==> src/rtl/core/spq_pkg.sv <==
// Package with the shared types and constants of the sorted priority queue.
`timescale 1ns / 1ps
package spq_pkg;

  localparam int CAPACITY  = 16;
  localparam int NUM_USERS = 8;
  localparam int POS_W     = 4;
  localparam int CNT_W     = 5;

  localparam logic [2:0] ACT_PUSH    = 3'd0;
  localparam logic [2:0] ACT_POP     = 3'd1;
  localparam logic [2:0] ACT_FIND    = 3'd2;
  localparam logic [2:0] ACT_REMOVE  = 3'd3;
  localparam logic [2:0] ACT_PEEK_LO = 3'd4;
  localparam logic [2:0] ACT_PEEK_HI = 3'd5;

  localparam logic [2:0] STAT_OK     = 3'd0;
  localparam logic [2:0] STAT_FULL   = 3'd1;
  localparam logic [2:0] STAT_EMPTY  = 3'd2;
  localparam logic [2:0] STAT_NOFREE = 3'd3;
  localparam logic [2:0] STAT_BADPOS = 3'd4;

  typedef struct packed {
    logic [2:0]  action;
    logic [15:0] item_value;
    logic [7:0]  item_priority;
    logic [2:0]  item_user;
    logic [7:0]  busy_users;
    logic [3:0]  target_position;
  } req_t;

  typedef struct packed {
    logic [15:0] out_value;
    logic [7:0]  out_priority;
    logic [2:0]  out_user;
    logic [3:0]  out_position;
    logic [2:0]  status;
    logic [4:0]  entry_count;
  } rsp_t;

  typedef struct packed {
    logic [15:0] value;
    logic [7:0]  prio;
    logic [2:0]  user;
  } entry_t;

  typedef enum logic [0:0] {
    ST_IDLE,
    ST_EXEC
  } ctrl_state_t;

  typedef struct packed {
    logic load;
    logic exec;
  } spq_cmd_t;

  typedef struct packed {
    logic out_blocked;
  } spq_stat_t;

endpackage

==> src/rtl/core/spq_ctrl.sv <==
// Controller state machine that sequences one queue action at a time.
`timescale 1ns / 1ps
module spq_ctrl (
  input  logic                 clk,
  input  logic                 rst,
  input  logic                 req_valid,
  output logic                 req_stall,
  input  spq_pkg::spq_stat_t   stat,
  output spq_pkg::spq_cmd_t    cmd
);
  import spq_pkg::*;

  ctrl_state_t state;
  ctrl_state_t state_next;

  always_ff @(posedge clk) begin
    if (rst) begin
      state <= ST_IDLE;
    end else begin
      state <= state_next;
    end
  end

  always_comb begin
    state_next = state;
    cmd        = '0;
    req_stall  = 1'b1;
    case (state)
      ST_IDLE: begin
        req_stall = 1'b0;
        if (req_valid) begin
          cmd.load   = 1'b1;
          state_next = ST_EXEC;
        end
      end
      ST_EXEC: begin
        // Hold the action until the result register can take a new beat.
        if (!stat.out_blocked) begin
          cmd.exec   = 1'b1;
          state_next = ST_IDLE;
        end
      end
      default: begin
        state_next = ST_IDLE;
      end
    endcase
  end

endmodule

==> src/rtl/core/spq_datapath.sv <==
// Datapath: sorted entry table, fill count, search logic and result register.
`timescale 1ns / 1ps
module spq_datapath (
  input  logic                 clk,
  input  logic                 rst,
  input  spq_pkg::req_t        req,
  input  spq_pkg::spq_cmd_t    cmd,
  output spq_pkg::spq_stat_t   stat,
  output logic                 rsp_valid,
  input  logic                 rsp_stall,
  output spq_pkg::rsp_t        rsp
);
  import spq_pkg::*;

  entry_t             store [CAPACITY];
  entry_t             store_next [CAPACITY];
  logic [CNT_W-1:0]   fill_count;
  logic [CNT_W-1:0]   fill_next;
  logic [CNT_W-1:0]   fill_dec;
  req_t               cur;
  rsp_t               rsp_next;

  logic [CAPACITY-1:0] below;
  logic [CAPACITY-1:0] free;
  logic [POS_W-1:0]    last_pos;
  logic [POS_W-1:0]    free_pos;
  logic [POS_W-1:0]    rd_pos;
  logic [POS_W-1:0]    shift_pos;
  logic                free_hit;
  logic                rd_ok;
  logic                do_insert;
  logic                do_remove;
  logic [2:0]          status_next;
  entry_t              rd_entry;
  entry_t              new_entry;

  assign fill_dec  = fill_count - CNT_W'(1);
  assign last_pos  = fill_dec[POS_W-1:0];
  assign new_entry = '{value: cur.item_value, prio: cur.item_priority,
                       user: cur.item_user};

  // Compare every occupied entry against the request in parallel.
  always_comb begin
    for (int i = 0; i < CAPACITY; i++) begin
      below[i] = (CNT_W'(i) < fill_count) && (store[i].prio < cur.item_priority);
      free[i]  = (CNT_W'(i) < fill_count) && (int'(store[i].user) < NUM_USERS)
                 && !cur.busy_users[store[i].user];
    end
  end

  // Highest free position wins.
  always_comb begin
    free_pos = '0;
    for (int i = 0; i < CAPACITY; i++) begin
      if (free[i]) begin
        free_pos = POS_W'(i);
      end
    end
  end

  assign free_hit = |free;

  always_comb begin
    fill_next   = fill_count;
    status_next = STAT_OK;
    rd_pos      = '0;
    rd_ok       = 1'b0;
    do_insert   = 1'b0;
    do_remove   = 1'b0;
    shift_pos   = '0;
    case (cur.action)
      ACT_PUSH: begin
        if (fill_count == CNT_W'(CAPACITY)) begin
          status_next = STAT_FULL;
        end else begin
          do_insert = 1'b1;
          fill_next = fill_count + CNT_W'(1);
        end
      end
      ACT_POP: begin
        if (fill_count == '0) begin
          status_next = STAT_EMPTY;
        end else begin
          rd_pos    = last_pos;
          rd_ok     = 1'b1;
          do_remove = 1'b1;
          shift_pos = last_pos;
          fill_next = fill_dec;
        end
      end
      ACT_FIND: begin
        if (free_hit) begin
          rd_pos = free_pos;
          rd_ok  = 1'b1;
        end else begin
          status_next = STAT_NOFREE;
        end
      end
      ACT_REMOVE: begin
        if (CNT_W'(cur.target_position) >= fill_count) begin
          status_next = STAT_BADPOS;
        end else begin
          rd_pos    = cur.target_position;
          rd_ok     = 1'b1;
          do_remove = 1'b1;
          shift_pos = cur.target_position;
          fill_next = fill_dec;
        end
      end
      ACT_PEEK_LO: begin
        if (fill_count == '0) begin
          status_next = STAT_EMPTY;
        end else begin
          rd_pos = '0;
          rd_ok  = 1'b1;
        end
      end
      ACT_PEEK_HI: begin
        if (fill_count == '0) begin
          status_next = STAT_EMPTY;
        end else begin
          rd_pos = last_pos;
          rd_ok  = 1'b1;
        end
      end
      default: begin
        status_next = STAT_OK;
      end
    endcase
  end

  assign rd_entry = store[rd_pos];

  // Insert shifts the upper part up by one; removal shifts it down by one.
  always_comb begin
    for (int i = 0; i < CAPACITY; i++) begin
      store_next[i] = store[i];
    end
    if (do_insert) begin
      if (!below[0]) begin
        store_next[0] = new_entry;
      end
      for (int i = 1; i < CAPACITY; i++) begin
        if (!below[i]) begin
          store_next[i] = below[i-1] ? new_entry : store[i-1];
        end
      end
    end else if (do_remove) begin
      for (int i = 0; i < CAPACITY - 1; i++) begin
        if (POS_W'(i) >= shift_pos) begin
          store_next[i] = store[i+1];
        end
      end
    end
  end

  always_comb begin
    rsp_next.out_value    = rd_ok ? rd_entry.value    : '0;
    rsp_next.out_priority = rd_ok ? rd_entry.prio     : '0;
    rsp_next.out_user     = rd_ok ? rd_entry.user     : '0;
    rsp_next.out_position = rd_ok ? rd_pos            : '0;
    rsp_next.status       = status_next;
    rsp_next.entry_count  = fill_next;
  end

  assign stat.out_blocked = rsp_valid && rsp_stall;

  always_ff @(posedge clk) begin
    if (cmd.load) begin
      cur <= req;
    end
    if (cmd.exec) begin
      rsp <= rsp_next;
      for (int i = 0; i < CAPACITY; i++) begin
        store[i] <= store_next[i];
      end
    end
  end

  always_ff @(posedge clk) begin
    if (rst) begin
      fill_count <= '0;
      rsp_valid  <= 1'b0;
    end else begin
      if (cmd.exec) begin
        fill_count <= fill_next;
        rsp_valid  <= 1'b1;
      end else if (!rsp_stall) begin
        rsp_valid <= 1'b0;
      end
    end
  end

endmodule

==> src/rtl/core/sorted_priority_queue_free_user.sv <==
// Top level of the sorted priority queue with free-user search.
// A request beat is latched in the controller's idle state and executed in its
// execute state, which updates the table and loads the result register that
// presents its result beat, unless an earlier result beat is still stalled,
// which holds the execute step. A new request beat is taken only after the load
// and execute steps of the controller around the single parallel-compare table update.
// Reset clears the fill count, the controller and the result valid; the entry
// table needs no reset since only occupied positions are ever read.
`timescale 1ns / 1ps
module sorted_priority_queue_free_user (
  input  logic           clk,
  input  logic           rst,
  input  logic           req_valid,
  output logic           req_stall,
  input  spq_pkg::req_t  req,
  output logic           rsp_valid,
  input  logic           rsp_stall,
  output spq_pkg::rsp_t  rsp
);
  import spq_pkg::*;

  // Commands from the controller and back-pressure status from the datapath.
  spq_cmd_t  cmd;
  spq_stat_t stat;

  // The controller takes a request beat in its idle state and latches it;
  // in the execute state it updates the table and loads the result register,
  // waiting only while an earlier result beat is still stalled.
  spq_ctrl u_ctrl (
    .clk       (clk),
    .rst       (rst),
    .req_valid (req_valid),
    .req_stall (req_stall),
    .stat      (stat),
    .cmd       (cmd)
  );

  // The datapath holds the table sorted by ascending priority, so a push
  // lands ahead of the first equal or higher priority and equal priorities
  // leave in arrival order. All compares across the table run in parallel.
  spq_datapath u_datapath (
    .clk       (clk),
    .rst       (rst),
    .req       (req),
    .cmd       (cmd),
    .stat      (stat),
    .rsp_valid (rsp_valid),
    .rsp_stall (rsp_stall),
    .rsp       (rsp)
  );

endmodule

==> config.mk <==
export PLATFORM = sky130hd
export DESIGN_NAME = sorted_priority_queue_free_user
export DESIGN_NICKNAME = d
export VERILOG_FILES = /design/src/rtl/core/spq_pkg.sv /design/src/rtl/core/spq_ctrl.sv /design/src/rtl/core/spq_datapath.sv /design/src/rtl/core/sorted_priority_queue_free_user.sv
export SDC_FILE = /design/constraint.sdc
export NUM_CORES = 2
export LEC_CHECK = 0
export ABC_AREA = 0
export BUFFER_PORTS_ARGS = -buffer_cell sky130_fd_sc_hd__buf_4
export CAP_MARGIN = 20
export CORE_UTILIZATION = 35
export CTS_CLUSTER_DIAMETER = 120
export DETAILED_ROUTE_END_ITERATION = 8
export SYNTH_ARGS = -nofsm -noshare
export SYNTH_HDL_FRONTEND = slang
export SYNTH_SLANG_ARGS = --single-unit
==> constraint.sdc <==
create_clock -name clk -period 5.2 [get_ports clk]
set_input_delay 0.52 -clock clk [delete_from_list [all_inputs] [get_ports clk]]
set_output_delay 0.52 -clock clk [all_outputs]
set_load 0.1 [all_outputs]
==> run summary <==
status: complete, no violations
ANT nets after route: 0
Critical Path AT: 4.74 ns
Clock Power Share: 38.6%
GR peak layer: met2
vias in the first global route: 24900
number of I/O pins: 87
crit path max-delay cell type: dfxtp_1
Setup Skew: 0.0231 ns
Initial Utilization: 35.3%
FFs w/ async S/R, synth: 0%
Clk pin slew, worst setup/hold paths: 0.06 ns
Tightest Pin Transition: 1.09 ns
CP delay by family, top: compound AO/OA/AOI/OAI gates
Die Height: 311 um
Synth warnings: 0
CP max FO: 25
Mean Syn Cell Area: 9.94 um^2
via count: 26900
first-pass GRT wire length: 166000 um
clk sink count: 520
clock period minus final worst setup slack: 4.47 ns
Sequential Power Share: 45.3%
IO Port Bufs: 86
setup bufs post-CTS: 0
Pint: 0.00786 W
H-tree levels: 2
syn_nets: 3533
final hold vios: 0
CTS resizes: 0
CP bufs+invs: 2
Critical Path Max Stage Delay: 0.65 ns
Worst-Skew Late Latency: 0.65 ns
Cell variety after synth: 63
GP Congestion: 0.933
sequential fraction of the synthesis area: 46.5%
Setup crit end kind: flip-flop
mapped cell area: 33500 um^2
Final TNS setup: 0 ns
total track usage: 22.5%
drt initial violations: 3311
Cell Chain, Critical Path: inv_1, ha_1, a21o_1, a21o_1, a21oi_1, nor3_1, or3_1, or2_2, a211oi_4, buf_4
pin count of the biggest net entering global routing: 177
clk buf depth: 3
pre-CTS WS: 0.777 ns
met2 usage: 33.0%
Die Wd: 311 um
post-route setup slack: 0.729 ns
nets: 3473
share of cells above drive strength 1: 10.9%
WL final: 113000 um
met3 usage: 6.95%
Hold Worst Slack: 0.0490 ns
TritonRoute pass-1 iters: 9
synthesis-to-finish area growth: 12.2%
FMAX: 224 MHz
Storage cell area: 15500 um^2
CP Class: flip-flop to flip-flop
DP HPWL: 72100 um
hold buffers post-CTS: 0
DR WL/cell: 24.4 um
total core area: 94900 um^2
Rel. slew slack: 27.3%
CTS root buf: clkbuf_16
switching power of the nets: 0.00326 W
fin. max-slew vios: 0
via/cell ratio: 5.82
switching share of power: 29.3%
Logic pwr share: 16.1%
leakage: 16.1 nW
initial antenna violation count: 1
ys flop type: edfxtp_1
type of origin of the critical path: flip-flop
endpoints failing setup: 0
Req. time, crit path: 5.47 ns
peak supply drop: 0.254 mV
most frequent CP cell: a21o_1
drt drc: 0
met1 global-route usage: 31.4%
FILL cells: 9160
gr ovfl total: 0
Power Dens Cells: 296 nW/um^2
FP Rows: 113
Tcrit/Tclk final: 86.0%
flops & latches, synth: 520
EDFF count, synth: 513
CTS buffer count: 56
CTS tree: done
Die Area: 96800 um^2
multi-input logic area: 16800 um^2
max-cap violations: 0
worst min-delay path class: input pin to flip-flop
Mapped Cells: 3366
RSZ-0062 raised after global routing: no
[final cells by class]
type / instances / area share (%)
Antenna cell: 1 / 0.00667
Inverter: 24 / 0.240
Timing Repair Buffer: 172 / 4.21
Clock buffer: 67 / 3.85
Clock inverter: 37 / 1.24
Sequential cell: 520 / 41.4
Tap cell: 1265 / 4.22
Multi-Input combinational cell: 2532 / 44.8
[cells in the mapped netlist (27+ instances only)]
library cell  number  area (um^2)
a311oi_1          29          254
a31oi_1           29          181
nor2_1            70          263
edfxtp_1         513        15400
clkbuf_1         171          642
ha_1             121         1510
a32oi_1           28          245
o21ai_1           74          370
a211o_1           35          307
and4_1            27          236
buf_2             70          350
a2111oi_0         32          280
mux2_2            29          327
mux2i_1          433         4330
nand3_1          114          571
o21ai_0          401         2010
nand2_1          801         3010
a21o_1            91          683
a211oi_1          36          270
[cells in the final DEF (no fill, tap or decap), drive strengths merged, types with 4 or more instances in the layout]
cell	count
nor3	14
nor2b	11
ha	121
a32oi	28
mux2	29
a221oi	6
buf	172
and4	27
a2111oi	33
nor2	72
a211o	35
a21oi	25
a21o	91
or3	4
a22oi	8
inv	25
bufinv	10
and2	15
nand2b	25
mux2i	433
o21ai	475
a311oi	29
or2	4
mux4	26
nand3	114
dfxtp	7
clkbuf	67
a31oi	29
edfxtp	513
clkinv	26
a221o	7
nand2	801
a211oi	37
o211ai	4
[path summary, 6_finish.rpt]
path                            start                        to  slack, ns  cells after the start
max          u_datapath.fill_count[1]  u_datapath.store[13][18]       0.73                     10
min                           req[35]        u_datapath.cur[35]       0.05                      1
max reg2reg  u_datapath.fill_count[1]  u_datapath.store[13][18]       0.73                     10
min reg2reg      u_datapath.rsp_valid      u_datapath.rsp_valid       0.52                      2
[sequential cells by signal, summed over array words and instances, names as in the netlist]
name,cells
u_datapath.rsp_valid,1
u_ctrl.state,1
u_datapath.cur,42
u_datapath.fill_count,5
u_datapath.store,432
u_datapath.rsp,39
[cell families after synthesis]
kind of cell | count (synthesis) | synth area share [%]
AND/OR/NAND/NOR | 1092 | 13.7
AO/OA/AOI/OAI | 829 | 15.4
flip-flops | 520 | 46.5
multiplexers | 488 | 15.7
buffers and inverters | 314 | 4.17
adder cells (fa/ha/maj) | 121 | 4.53
XOR/XNOR | 2 | 0.0524
[power by group through the flow]
| stage | combinational [W] | clock [W] | sequential (W) |
|---|---|---|---|
| after floorplan | 0.00108 | 0 | 0.00517 |
| after global placement | 0.00174 | 0 | 0.00512 |
| after detailed placement | 0.00176 | 0 | 0.00512 |
| after CTS | 0.00177 | 0.00436 | 0.00503 |
| after global routing | 0.00192 | 0.00451 | 0.00506 |
| final | 0.00179 | 0.00429 | 0.00504 |
[layer usage]
layer  share of wire (%)  wire length [um]
met4                 3.1              3480
met3                  11             12600
met2                  43             48300
met1                  43             48400
met5                   0                 0
[stage by stage]
step	util, %	instances	power (W)	area, um^2
2_1_floorplan	-	3366	0.00625	33500
3_3_place_gp	37.5	4513	0.00686	35600
3_5_place_dp	37.5	4513	0.00688	35600
4_1_cts	39.5	4617	0.0112	37500
5_1_grt	39.5	4617	0.0115	37500
6_report	39.5	4618	0.0111	37500
(Power assumes the default switching activity.)
